$ cat src/rtl/lbc_pkg.sv
// ----------------------------------------------------------------------------
// lbc_pkg
// Shared types and constants of the light-driven blind controller: config
// register layout, lux converter constants, controller states and the
// command/status bundles between controller and datapath.
// ----------------------------------------------------------------------------
`default_nettype none

package lbc_pkg;

  // Lux result width and saturation value
  localparam int unsigned LUX_BITS  = 15;
  localparam logic [LUX_BITS-1:0] LUX_MAX = 15'h7FFF;
  // Quotient bits resolved by the divider, one per step
  localparam int unsigned QUOT_STEPS = LUX_BITS;
  // Scale factor in the lux formula
  localparam int unsigned LUX_SCALE = 10;

  // Travel clamp
  localparam logic [11:0] TRAVEL_MAX = 12'd2048;

  // APB register map: register index sits at paddr[4:2]
  localparam int unsigned ADDR_BITS = 5;
  localparam logic [2:0] REG_THR_HIGH = 3'd0;
  localparam logic [2:0] REG_THR_LOW  = 3'd1;
  localparam logic [2:0] REG_DARK     = 3'd2;
  localparam logic [2:0] REG_LIT      = 3'd3;
  localparam logic [2:0] REG_CAL      = 3'd4;
  localparam logic [2:0] REG_TRAVEL   = 3'd5;

  // Register reset values
  localparam logic [9:0]  THR_HIGH_RST = 10'd540;
  localparam logic [9:0]  THR_LOW_RST  = 10'd470;
  localparam logic [15:0] DARK_RST     = 16'd1000;
  localparam logic [7:0]  LIT_RST      = 8'd15;
  localparam logic [7:0]  CAL_RST      = 8'd10;
  localparam logic [11:0] TRAVEL_RST   = 12'd512;

  // Blind position codes
  localparam logic [1:0] BLIND_CLOSED = 2'd0;
  localparam logic [1:0] BLIND_HALF   = 2'd1;
  localparam logic [1:0] BLIND_OPEN   = 2'd2;

  // Light bands already acted on
  localparam logic [2:0] BAND_NONE  = 3'b000;
  localparam logic [2:0] BAND_DAY   = 3'b001;
  localparam logic [2:0] BAND_MID   = 3'b010;
  localparam logic [2:0] BAND_NIGHT = 3'b100;

  typedef struct packed {
    logic [9:0]  thr_high;
    logic [9:0]  thr_low;
    logic [15:0] dark;
    logic [7:0]  lit;
    logic [7:0]  cal;
    logic [11:0] travel;
  } cfg_t;

  // Which value goes through the lux converter; thresholds come first
  typedef enum logic [1:0] {
    SRC_HIGH,
    SRC_LOW,
    SRC_OUT,
    SRC_IN
  } lux_src_t;

  typedef enum logic [2:0] {
    ST_IDLE,
    ST_MUL1,
    ST_MUL2,
    ST_CHECK,
    ST_DIV,
    ST_DECIDE
  } ctrl_state_t;

  typedef struct packed {
    logic     capture;
    lux_src_t src;
    logic     mul1;
    logic     mul2;
    logic     check;
    logic     div_step;
    logic     div_last;
    logic     decide;
  } cmd_t;

  typedef struct packed {
    logic sat;
    logic out_free;
  } stat_t;

endpackage

`default_nettype wire

$ cat src/rtl/lbc_if.sv
// ----------------------------------------------------------------------------
// lbc_if
// Valid/ready channels of the blind controller: sample beats in, result
// beats out.
// ----------------------------------------------------------------------------
`default_nettype none

interface lbc_in_if #(
  parameter int READING_BITS = 10
);
  logic                    valid;
  logic                    ready;
  logic [READING_BITS-1:0] outside_reading;
  logic [READING_BITS-1:0] inside_reading;
  logic                    light_button;
  logic                    blind_button;
  logic                    auto_button;

  modport source (
    output valid, outside_reading, inside_reading,
           light_button, blind_button, auto_button,
    input  ready
  );
  modport sink (
    input  valid, outside_reading, inside_reading,
           light_button, blind_button, auto_button,
    output ready
  );
endinterface

interface lbc_out_if;
  logic               valid;
  logic               ready;
  logic signed [12:0] motor_steps;
  logic               room_light_on;
  logic               auto_led_on;

  modport source (
    output valid, motor_steps, room_light_on, auto_led_on,
    input  ready
  );
  modport sink (
    input  valid, motor_steps, room_light_on, auto_led_on,
    output ready
  );
endinterface

`default_nettype wire

$ cat src/rtl/light_driven_blind_controller_core.sv
// ----------------------------------------------------------------------------
// light_driven_blind_controller_core
// Blind and room light controller driven by exterior and interior light
// samples, with an APB register file for thresholds and sensor constants.
//
//   channel | dir | handshake          | payload
//   --------+-----+--------------------+---------------------------------------
//   in_ch   | in  | valid/ready        | two light readings, three buttons
//   out_ch  | out | valid/ready        | motor steps, room light, auto LED
//   apb     | in  | psel/penable/pready| six config registers at 4*i
//
// A sample is accepted, then goes through two lux conversions (two multiply
// stages, a saturation check, 15 divide steps on the one shared divider),
// then a decision step. A conversion that saturates ends at its check.
// After a config write the next sample also reconverts both thresholds.
// Reset is synchronous and leaves the block idle. A waiting result holds
// the block in its decision state, and no new sample is taken until the
// result beat is free.
// ----------------------------------------------------------------------------
`default_nettype none

module light_driven_blind_controller_core #(
  parameter int READING_BITS = 10
) (
  input  wire logic                          clk,
  input  wire logic                          rst,
  input  wire logic                          psel,
  input  wire logic                          penable,
  input  wire logic                          pwrite,
  input  wire logic [lbc_pkg::ADDR_BITS-1:0] paddr,
  input  wire logic [31:0]                   pwdata,
  output logic      [31:0]                   prdata,
  output logic                               pready,
  lbc_in_if.sink                             in_ch,
  lbc_out_if.source                          out_ch
);
  import lbc_pkg::*;

  cfg_t       cfg;
  cmd_t       cmd;
  stat_t      stat;
  logic       cfg_wr;
  logic [2:0] reg_idx;

  assign pready  = 1'b1;
  assign reg_idx = paddr[4:2];
  assign cfg_wr  = psel && penable && pwrite && pready;

  // Register writes
  always_ff @(posedge clk) begin
    if (rst) begin
      cfg.thr_high <= THR_HIGH_RST;
      cfg.thr_low  <= THR_LOW_RST;
      cfg.dark     <= DARK_RST;
      cfg.lit      <= LIT_RST;
      cfg.cal      <= CAL_RST;
      cfg.travel   <= TRAVEL_RST;
    end else if (cfg_wr) begin
      case (reg_idx)
        REG_THR_HIGH: cfg.thr_high <= pwdata[9:0];
        REG_THR_LOW:  cfg.thr_low  <= pwdata[9:0];
        REG_DARK:     cfg.dark     <= pwdata[15:0];
        REG_LIT:      cfg.lit      <= pwdata[7:0];
        REG_CAL:      cfg.cal      <= pwdata[7:0];
        REG_TRAVEL:   cfg.travel   <= pwdata[11:0];
        default:      cfg.travel   <= cfg.travel;
      endcase
    end
  end

  // Register reads
  always_comb begin
    case (reg_idx)
      REG_THR_HIGH: prdata = 32'(cfg.thr_high);
      REG_THR_LOW:  prdata = 32'(cfg.thr_low);
      REG_DARK:     prdata = 32'(cfg.dark);
      REG_LIT:      prdata = 32'(cfg.lit);
      REG_CAL:      prdata = 32'(cfg.cal);
      REG_TRAVEL:   prdata = 32'(cfg.travel);
      default:      prdata = '0;
    endcase
  end

  lbc_ctrl u_ctrl (
    .clk      (clk),
    .rst      (rst),
    .in_valid (in_ch.valid),
    .in_ready (in_ch.ready),
    .cfg_wr   (cfg_wr),
    .stat     (stat),
    .cmd      (cmd)
  );

  lbc_datapath #(
    .READING_BITS (READING_BITS)
  ) u_datapath (
    .clk             (clk),
    .rst             (rst),
    .cfg             (cfg),
    .cmd             (cmd),
    .stat            (stat),
    .outside_reading (in_ch.outside_reading),
    .inside_reading  (in_ch.inside_reading),
    .light_button    (in_ch.light_button),
    .blind_button    (in_ch.blind_button),
    .auto_button     (in_ch.auto_button),
    .out_valid       (out_ch.valid),
    .out_ready       (out_ch.ready),
    .motor_steps     (out_ch.motor_steps),
    .room_light_on   (out_ch.room_light_on),
    .auto_led_on     (out_ch.auto_led_on)
  );

endmodule

`default_nettype wire

$ cat src/rtl/lbc_ctrl.sv
// ----------------------------------------------------------------------------
// lbc_ctrl
// Sequencer: walks each lux conversion through multiply, saturation check
// and the bit-serial divide, then issues the mode decision.
// ----------------------------------------------------------------------------
`default_nettype none

module lbc_ctrl (
  input  wire logic          clk,
  input  wire logic          rst,
  input  wire logic          in_valid,
  output logic               in_ready,
  input  wire logic          cfg_wr,
  input  wire lbc_pkg::stat_t stat,
  output lbc_pkg::cmd_t      cmd
);
  import lbc_pkg::*;

  localparam logic [3:0] CNT_LAST = 4'(QUOT_STEPS - 1);

  ctrl_state_t state, state_next;
  lux_src_t    src;
  logic [3:0]  cnt;
  logic        dirty;
  logic        lux_done;

  // One conversion finishes on a saturated check or the last divide step
  assign lux_done = ((state == ST_CHECK) && stat.sat) ||
                    ((state == ST_DIV) && (cnt == CNT_LAST));

  // Next state
  always_comb begin
    state_next = state;
    case (state)
      ST_IDLE:   if (in_valid) state_next = ST_MUL1;
      ST_MUL1:   state_next = ST_MUL2;
      ST_MUL2:   state_next = ST_CHECK;
      ST_CHECK: begin
        if (stat.sat) state_next = (src == SRC_IN) ? ST_DECIDE : ST_MUL1;
        else          state_next = ST_DIV;
      end
      ST_DIV: begin
        if (cnt == CNT_LAST) state_next = (src == SRC_IN) ? ST_DECIDE : ST_MUL1;
      end
      ST_DECIDE: if (stat.out_free) state_next = ST_IDLE;
      default:   state_next = ST_IDLE;
    endcase
  end

  // Commands
  always_comb begin
    cmd     = '0;
    cmd.src = src;
    case (state)
      ST_IDLE:   cmd.capture = in_valid;
      ST_MUL1:   cmd.mul1 = 1'b1;
      ST_MUL2:   cmd.mul2 = 1'b1;
      ST_CHECK:  cmd.check = 1'b1;
      ST_DIV: begin
        cmd.div_step = 1'b1;
        cmd.div_last = (cnt == CNT_LAST);
      end
      ST_DECIDE: cmd.decide = stat.out_free;
      default:   cmd = '0;
    endcase
  end

  assign in_ready = (state == ST_IDLE);

  // Hold state, conversion index and step count
  always_ff @(posedge clk) begin
    if (rst) begin
      state <= ST_IDLE;
      src   <= SRC_HIGH;
      cnt   <= '0;
      dirty <= 1'b1;
    end else begin
      state <= state_next;
      // thresholds are reconverted only after reset or a config write
      if (cfg_wr)               dirty <= 1'b1;
      else if (cmd.capture)     dirty <= 1'b0;
      if (cmd.capture)          src <= dirty ? SRC_HIGH : SRC_OUT;
      else if (lux_done)        src <= lux_src_t'(src + 2'd1);
      if (state == ST_CHECK)    cnt <= '0;
      else if (state == ST_DIV) cnt <= cnt + 4'd1;
    end
  end

endmodule

`default_nettype wire

$ cat src/rtl/lbc_datapath.sv
// ----------------------------------------------------------------------------
// lbc_datapath
// Sample capture, lux converter (two multiply stages and a restoring
// divider, one quotient bit per step), mode logic and result register.
// ----------------------------------------------------------------------------
`default_nettype none

module lbc_datapath #(
  parameter int READING_BITS = 10
) (
  input  wire logic                    clk,
  input  wire logic                    rst,
  input  wire lbc_pkg::cfg_t           cfg,
  input  wire lbc_pkg::cmd_t           cmd,
  output lbc_pkg::stat_t               stat,
  input  wire logic [READING_BITS-1:0] outside_reading,
  input  wire logic [READING_BITS-1:0] inside_reading,
  input  wire logic                    light_button,
  input  wire logic                    blind_button,
  input  wire logic                    auto_button,
  output logic                         out_valid,
  input  wire logic                    out_ready,
  output logic signed [12:0]           motor_steps,
  output logic                         room_light_on,
  output logic                         auto_led_on
);
  import lbc_pkg::*;

  localparam int RB    = READING_BITS;
  localparam int VD_W  = RB + 16;
  localparam int NUM_W = RB + 20;
  localparam int DEN_W = RB + 17;
  localparam int CMP_W = DEN_W + LUX_BITS;
  localparam int TW    = (RB > 10) ? RB : 10;
  localparam logic [RB:0] FULL_SCALE = {1'b1, {RB{1'b0}}};

  // captured sample
  logic [RB-1:0] out_rd, in_rd;
  logic          btn_light, btn_blind, btn_auto;

  // converter pipeline
  logic [RB-1:0]         v;
  logic [TW-1:0]         thr_high_ext, thr_low_ext;
  logic [VD_W-1:0]       p_vd;
  logic [15:0]           p_lc;
  logic [RB:0]           p_comp;
  logic [NUM_W-1:0]      num, rem;
  logic [DEN_W-1:0]      den;
  logic [CMP_W-1:0]      dsh, diff;
  logic [LUX_BITS-2:0]   q;
  logic                  ge, sat;
  logic                  lux_we;
  logic [LUX_BITS-1:0]   lux_val;
  logic [LUX_BITS-1:0]   lux_high, lux_low, lux_out, lux_in;

  // behavior state
  logic [1:0] pos, pos_next;
  logic [2:0] band, band_next;
  logic       room, room_next;
  logic       mark, mark_next;
  logic       auto_run, auto_run_next;
  logic       manual_run, manual_run_next;
  logic       ind, ind_next;
  logic signed [12:0] steps_next;

  logic [11:0]        full;
  logic signed [12:0] s_full, s_half, s_rest;

  // Select the value to convert; thresholds are masked to the reading width
  assign thr_high_ext = TW'(cfg.thr_high);
  assign thr_low_ext  = TW'(cfg.thr_low);
  always_comb begin
    case (cmd.src)
      SRC_HIGH: v = thr_high_ext[RB-1:0];
      SRC_LOW:  v = thr_low_ext[RB-1:0];
      SRC_OUT:  v = out_rd;
      SRC_IN:   v = in_rd;
      default:  v = out_rd;
    endcase
  end

  // Saturation check and one divide step
  assign sat  = (den == '0) || (CMP_W'(num) >= (CMP_W'(den) << LUX_BITS));
  assign ge   = (CMP_W'(rem) >= dsh);
  assign diff = CMP_W'(rem) - dsh;

  assign lux_we  = (cmd.check && sat) || cmd.div_last;
  assign lux_val = cmd.check ? LUX_MAX : {q, ge};

  // Capture the sample
  always_ff @(posedge clk) begin
    if (cmd.capture) begin
      out_rd    <= outside_reading;
      in_rd     <= inside_reading;
      btn_light <= light_button;
      btn_blind <= blind_button;
      btn_auto  <= auto_button;
    end
  end

  // Multiply, check, divide, store lux
  always_ff @(posedge clk) begin
    if (cmd.mul1) begin
      p_vd   <= VD_W'(v) * VD_W'(cfg.dark);
      p_lc   <= 16'(cfg.lit) * 16'(cfg.cal);
      p_comp <= FULL_SCALE - {1'b0, v};
    end
    if (cmd.mul2) begin
      num <= NUM_W'(p_vd) * NUM_W'(LUX_SCALE);
      den <= DEN_W'(p_lc) * DEN_W'(p_comp);
    end
    if (cmd.check) begin
      rem <= num;
      dsh <= CMP_W'(den) << (LUX_BITS - 1);
      q   <= '0;
    end else if (cmd.div_step) begin
      rem <= ge ? diff[NUM_W-1:0] : rem;
      dsh <= dsh >> 1;
      q   <= {q[LUX_BITS-3:0], ge};
    end
    if (lux_we) begin
      case (cmd.src)
        SRC_HIGH: lux_high <= lux_val;
        SRC_LOW:  lux_low  <= lux_val;
        SRC_OUT:  lux_out  <= lux_val;
        SRC_IN:   lux_in   <= lux_val;
        default:  lux_out  <= lux_val;
      endcase
    end
  end

  // Travel amounts
  assign full   = (cfg.travel > TRAVEL_MAX) ? TRAVEL_MAX : cfg.travel;
  assign s_full = signed'({1'b0, full});
  assign s_half = signed'({2'b00, full[11:1]});
  assign s_rest = s_full - s_half;

  // Mode decision
  always_comb begin
    pos_next        = pos;
    band_next       = band;
    room_next       = room;
    mark_next       = mark;
    auto_run_next   = auto_run;
    manual_run_next = manual_run;
    ind_next        = ind;
    steps_next      = '0;
    if (btn_light || btn_blind || manual_run) begin
      // manual mode
      ind_next = 1'b0;
      if (btn_light) room_next = ~room;
      if (btn_blind) begin
        case (pos)
          BLIND_CLOSED: begin
            steps_next = s_full;
            pos_next   = BLIND_OPEN;
          end
          BLIND_HALF: begin
            steps_next = s_rest;
            pos_next   = BLIND_OPEN;
          end
          BLIND_OPEN: begin
            steps_next = -s_full;
            pos_next   = BLIND_CLOSED;
          end
          default: pos_next = pos;
        endcase
      end
      manual_run_next = 1'b1;
      if (btn_auto) begin
        auto_run_next   = 1'b0;
        manual_run_next = 1'b0;
      end
    end else if (btn_auto != auto_run) begin
      // automatic mode: blind from exterior band
      ind_next = 1'b1;
      if ((lux_out > lux_high) && !band[0]) begin
        if (pos == BLIND_CLOSED)    steps_next = s_full;
        else if (pos == BLIND_HALF) steps_next = s_rest;
        pos_next  = BLIND_OPEN;
        band_next = BAND_DAY;
      end else if ((lux_out < lux_high) && (lux_out > lux_low) && !band[1]) begin
        if (pos == BLIND_CLOSED)    steps_next = s_half;
        else if (pos != BLIND_HALF) steps_next = -s_rest;
        pos_next  = BLIND_HALF;
        band_next = BAND_MID;
      end else if (!band[2] && (lux_out < lux_low)) begin
        if (pos == BLIND_HALF)        steps_next = -s_half;
        else if (pos != BLIND_CLOSED) steps_next = -s_full;
        pos_next  = BLIND_CLOSED;
        band_next = BAND_NIGHT;
      end
      // room light from interior level
      if ((lux_in > lux_low) && mark && room) begin
        room_next = 1'b0;
        mark_next = 1'b0;
      end else if ((lux_in < lux_low) && !mark && !room) begin
        room_next = 1'b1;
        mark_next = 1'b1;
      end
      auto_run_next = 1'b1;
    end
  end

  assign stat.sat      = sat;
  assign stat.out_free = !out_valid || out_ready;

  // Commit the decision and load the result beat
  always_ff @(posedge clk) begin
    if (rst) begin
      pos        <= BLIND_CLOSED;
      band       <= BAND_NONE;
      room       <= 1'b0;
      mark       <= 1'b0;
      auto_run   <= 1'b0;
      manual_run <= 1'b0;
      ind        <= 1'b0;
      out_valid  <= 1'b0;
    end else begin
      if (cmd.decide) begin
        pos        <= pos_next;
        band       <= band_next;
        room       <= room_next;
        mark       <= mark_next;
        auto_run   <= auto_run_next;
        manual_run <= manual_run_next;
        ind        <= ind_next;
        out_valid  <= 1'b1;
      end else if (out_ready) begin
        out_valid  <= 1'b0;
      end
    end
  end

  always_ff @(posedge clk) begin
    if (cmd.decide) begin
      motor_steps   <= steps_next;
      room_light_on <= room_next;
      auto_led_on   <= ind_next;
    end
  end

endmodule

`default_nettype wire

$ cat src/flat_wrapper.sv
// flat-port wrapper written by rule: the top's interface ports become plain ports
module light_driven_blind_controller_core_flat import lbc_pkg::*;
#(
  parameter int READING_BITS = 10
)
  (clk, rst, psel, penable, pwrite, paddr, pwdata, prdata, pready, in_ch_valid, in_ch_outside_reading, in_ch_inside_reading, in_ch_light_button, in_ch_blind_button, in_ch_auto_button, in_ch_ready, out_ch_valid, out_ch_motor_steps, out_ch_room_light_on, out_ch_auto_led_on, out_ch_ready);
  lbc_in_if #(.READING_BITS(READING_BITS)) in_ch_i ();
  lbc_out_if out_ch_i ();
  input  wire logic clk;
  input  wire logic rst;
  input  wire logic psel;
  input  wire logic penable;
  input  wire logic pwrite;
  input  wire logic [lbc_pkg::ADDR_BITS-1:0] paddr;
  input  wire logic [31:0] pwdata;
  output logic      [31:0] prdata;
  output logic pready;
  input wire logic [$bits(in_ch_i.valid)-1:0] in_ch_valid;
  input wire logic [$bits(in_ch_i.outside_reading)-1:0] in_ch_outside_reading;
  input wire logic [$bits(in_ch_i.inside_reading)-1:0] in_ch_inside_reading;
  input wire logic [$bits(in_ch_i.light_button)-1:0] in_ch_light_button;
  input wire logic [$bits(in_ch_i.blind_button)-1:0] in_ch_blind_button;
  input wire logic [$bits(in_ch_i.auto_button)-1:0] in_ch_auto_button;
  output wire logic [$bits(in_ch_i.ready)-1:0] in_ch_ready;
  output wire logic [$bits(out_ch_i.valid)-1:0] out_ch_valid;
  output wire logic [$bits(out_ch_i.motor_steps)-1:0] out_ch_motor_steps;
  output wire logic [$bits(out_ch_i.room_light_on)-1:0] out_ch_room_light_on;
  output wire logic [$bits(out_ch_i.auto_led_on)-1:0] out_ch_auto_led_on;
  input wire logic [$bits(out_ch_i.ready)-1:0] out_ch_ready;
  assign in_ch_i.valid = in_ch_valid;
  assign in_ch_i.outside_reading = in_ch_outside_reading;
  assign in_ch_i.inside_reading = in_ch_inside_reading;
  assign in_ch_i.light_button = in_ch_light_button;
  assign in_ch_i.blind_button = in_ch_blind_button;
  assign in_ch_i.auto_button = in_ch_auto_button;
  assign in_ch_ready = in_ch_i.ready;
  assign out_ch_valid = out_ch_i.valid;
  assign out_ch_motor_steps = out_ch_i.motor_steps;
  assign out_ch_room_light_on = out_ch_i.room_light_on;
  assign out_ch_auto_led_on = out_ch_i.auto_led_on;
  assign out_ch_i.ready = out_ch_ready;
  light_driven_blind_controller_core #(.READING_BITS(READING_BITS)) u_core (.clk(clk), .rst(rst), .psel(psel), .penable(penable), .pwrite(pwrite), .paddr(paddr), .pwdata(pwdata), .prdata(prdata), .pready(pready), .in_ch(in_ch_i), .out_ch(out_ch_i));
endmodule
$ cat config.mk
export PLATFORM = sky130hd
export DESIGN_NAME = light_driven_blind_controller_core_flat
export DESIGN_NICKNAME = d
export VERILOG_FILES = /design/src/rtl/lbc_pkg.sv /design/src/rtl/lbc_if.sv /design/src/rtl/light_driven_blind_controller_core.sv /design/src/rtl/lbc_ctrl.sv /design/src/rtl/lbc_datapath.sv /design/src/flat_wrapper.sv
export SDC_FILE = /design/constraint.sdc
export NUM_CORES = 2
export LEC_CHECK = 0
export ABC_CLOCK_PERIOD_IN_PS = 14900
export BUFFER_PORTS_ARGS = -buffer_cell sky130_fd_sc_hd__buf_4
export CAP_MARGIN = 10
export CORE_AREA = 2 2 339 341
export CTS_BUF_LIST = sky130_fd_sc_hd__clkbuf_8
export DETAILED_ROUTE_END_ITERATION = 7
export DIE_AREA = 0 0 341 343
export GPL_ROUTABILITY_DRIVEN = 0
export GPL_TIMING_DRIVEN = 0
export HOLD_SLACK_MARGIN = 0.12
export MAX_ROUTING_LAYER = met4
export PLACE_DENSITY = 0.46
export SYNTH_ARGS = -nofsm -noshare
export SYNTH_HDL_FRONTEND = slang
export SYNTH_SLANG_ARGS = --single-unit
$ cat constraint.sdc
create_clock -name clk -period 14.9 [get_ports clk]
set_input_delay 2.235 -clock clk [delete_from_list [all_inputs] [get_ports clk]]
set_output_delay 2.235 -clock clk [all_outputs]
set_load 0.02 [all_outputs]
==> impl_metrics.ini <==
[yosys]
synthArstFlopShare_pct = 0
synth_area_um2 = 33700
synthSimpleGateAreaFrac_pct = 17.0
synthXorXnorAreaFrac_pct = 3.30
syn_avg_cell_area_um2 = 9.47
ys_seq_elements = 377
synth_cell_types = 94
synth-compound-area-share_pct = 12.6
synth_top_family_by_area = adder cells
seq_area_frac_synth_pct = 30.2
synth_edf_count = 264
ys_warn_count = 0
ys.flop_type = edfxtp_1
netlist_instances = 3562
synth.area.mux_share_pct = 1.78
synthAdderAreaFrac_pct = 28.3

[setup_path]
r2r_slack_ps = 6170
crit_type = reg -> reg
ff2ff_path_depth = 25
critPathCaptureType = register
crit_arrival_ps = 9220
r2r-end = u_core.u_datapath.p_vd[24]
worstReg2RegStart = u_core.u_ctrl.src[1]
cp-start-kind = register
cp_data_required_time_ps = 15390
critPathMaxFanout = 10

[detailed_routing]
ant_nets = 0
drt_wl_total_um = 100000
wl_per_cell_um = 18.8
dr.pass1.iters = 5
drc = 0
drtIter0Drc = 1785
vias = 26000
viasPerCell = 4.87

[power_and_ir_drop]
worst_ir_drop_vdd_mv = 0.203
leakage_nw = 16.5
p_switching_mw = 2.50
p_comb_share_pct = 56.7
p_sw_share_pct = 42.4
clockPowerShare_pct = 18.5
p_seq_share_pct = 24.8
p_int_mw = 3.40
power_density_nw_per_um2 = 155

[die]
ios = 117
die_h_um = 343
rows = 124
core_um2 = 113000
dieWidth_um = 341
die_area_um2 = 117000
start_util_pct = 29.8

[hold_path]
hold_depth = 2
hold_class = reg -> reg
min_to = u_core.u_datapath.q[13]
hold_start = u_core.u_datapath.q[13]

[finish]
layout-drive-gt1-share_pct = 7.40
postLayoutCoreUtil_pct = 33.6
nNetsFinal = 4416
area_delta_synth_final_pct = 12.9
nFillCells = 11900

[global_routing]
groute.layer.met2.usage_pct = 27.9
antenna_found_initial = 2
gr-total-overflow = 0
first_global_vias = 26300
grt_util_met1_pct = 23.8
busiest_layer = met2
grt_max_degree = 25
grt_pass1_wl_um = 156000
track_usage_pct = 17.7
gr-usage-met3_pct = 2.67

[clock_tree]
clkLatencyLatePin_ps = 720
clock_path_buffers = 3
clock-root-buffer = clkbuf_8
htree_num_levels = 3
cts_setup_buffers = 0
cts.sinks = 377
cts_hold_buffers = 0
clkSlewWorstSetupHoldPaths_ps = 60
cts_resized = 0
cts_tree = yes
numCtsBuffers = 75

[sta]
setup_tns_ps = 0
final-max-slew-violation-count = 0
period_minus_slack_ps = 8730
fin_crit_sh_pct = 58.6
worst_pin_slew_ps = 1240
clock_skew_ps = 60.7
relSlewSlack_pct = 17.2
setup_viol = 0
rsz0062_at_grt = no
fmax_mhz = 115
hold_viol = 0

[placed_design]
hpwl_um = 80200
place.port_buffers = 79

[run_status]
status = finished clean

[job]
cap_violations = 0
state kept, by name, indices dropped and copies added, names as in the netlist, 11 cells and up:
name                           flops
u_core.u_datapath.q               14
u_core.u_datapath.lux_in          15
u_core.u_datapath.motor_steps     13
u_core.u_datapath.den             27
u_core.u_datapath.lux_low         15
u_core.cfg                        64
u_core.u_datapath.num             29
u_core.u_datapath.lux_high        15
u_core.u_datapath.p_comp          11
u_core.u_datapath.rem             30
u_core.u_datapath.lux_out         15
u_core.u_datapath.p_lc            16
u_core.u_datapath.dsh             41
u_core.u_datapath.p_vd            26
Yosys cell counts (all sizes together), types with 50 or more instances:
cell | count | share of area, %
fa | 274 | 16
nand3 | 66 | 0.98
xnor2 | 92 | 2.4
and2 | 174 | 3.2
o21ai | 107 | 1.6
nor2b | 64 | 1.2
a21o | 63 | 1.4
mux2i | 50 | 1.5
inv | 412 | 4.6
dfxtp | 113 | 6.7
ha | 325 | 12
a21oi | 187 | 2.8
nand2 | 456 | 5.1
clkbuf | 140 | 1.6
nor2 | 168 | 1.9
edfxtp | 264 | 23
cells in the final DEF, fill, tap and decap left out, drive strengths merged, types with 18 or more instances in the layout:
cell | netlist | final
nand2 | 456 | 456
inv | 412 | 439
ha | 325 | 325
fa | 274 | 274
edfxtp | 264 | 264
clkbuf | 140 | 221
a21oi | 187 | 187
and2 | 174 | 174
nor2 | 168 | 168
buf | 37 | 133
dfxtp | 113 | 113
o21ai | 107 | 107
xnor2 | 92 | 92
nand3 | 66 | 66
nor2b | 64 | 64
a21o | 63 | 63
mux2i | 50 | 50
nor3 | 47 | 47
nand2b | 43 | 43
xor2 | 33 | 33
a211oi | 32 | 32
and3 | 31 | 31
o21a | 28 | 28
clkinv | 2 | 27
o22ai | 26 | 26
a211o | 21 | 21
nand4 | 19 | 19
nor4 | 19 | 19
a221oi | 18 | 18
power by group through the flow:
stage                     clock (mW)  combinational (mW)  sequential, mW
final                           1.09                3.35            1.46
after global placement             0                3.36            1.49
after detailed placement           0                3.37            1.49
after floorplan                    0                2.56            1.45
after global routing            1.17                3.83            1.47
after CTS                       1.13                3.39            1.47
metrics by stage:
step	power (mW)	setup slack, ps	hold slack, ps	instance area (µm²)	std cells
finish	5.91	6170	452	38100	5327
global route	6.48	5780	481	38100	5327
CTS	5.99	6230	455	38100	5325
detailed placement	4.85	6270	447	36600	5185
global placement	4.86	6280	447	36300	5168
floorplan	4.01	8240	431	33800	3577
critical path, stage by stage, from the launching register on:
cell and delay (ps):
dfxtp_1 430, clkbuf_1 310, clkbuf_1 630, nor3_1 130, a21oi_1 220, a21oi_1 70, a21oi_1 880, clkbuf_1 600
nand2_1 160, fa_1 520, fa_1 550, inv_1 60, fa_1 530, fa_1 550, inv_1 60, fa_1 520
inv_1 40, ha_1 350, a21oi_1 150, nor3_1 50, a41oi_1 320, o211ai_1 210, or4_1 440, a31oi_1 290
o21ai_0 140, xor2_1 280
kinds of logic after synthesis:
logic type	after synthesis
multiplexers	58
AO/OA/AOI/OAI	644
buffers and inverters	591
AND/OR/NAND/NOR	1166
XOR/XNOR	125
adder cells (fa/ha/maj)	599
other	2
flip-flops	377
final cells by class:
type	count	area, µm²	area share [%]
multi-input cells	2609	21400	56.1
flip-flops and latches	377	10200	26.7
well taps	1512	1890	4.97
inverters	414	1550	4.08
clock buffers	81	1110	2.93
repair buffers	96	822	2.16
plain buffers	177	738	1.94
clock inverters	59	417	1.09
diodes	2	5.00	0.0131
routing by layer:
layer | up-vias | wire, µm
met5 | - | 0
met4 | 0 | 2220
met3 | 136 | 4450
met2 | 570 | 46200
met1 | 12700 | 47500
li1 | 12500 | -
worst max path at each step:
stage | startpoint | endpoint | slack, ps | depth (start not counted)
after CTS | u_core.u_ctrl.src[1] | u_core.u_datapath.p_vd[24] | 6230 | 25
after detailed placement | u_core.u_ctrl.src[1] | u_core.u_datapath.p_vd[24] | 6270 | 25
after global routing | u_core.u_ctrl.src[1] | u_core.u_datapath.p_vd[24] | 5780 | 25
final | u_core.u_ctrl.src[1] | u_core.u_datapath.p_vd[24] | 6170 | 25
after global placement | u_core.u_ctrl.src[1] | u_core.u_datapath.p_vd[24] | 6280 | 25
after floorplan | u_core.u_ctrl.state[1] | u_core.u_datapath.p_vd[24] | 8240 | 27
No activity file was read; power rests on OpenSTA's default activity.
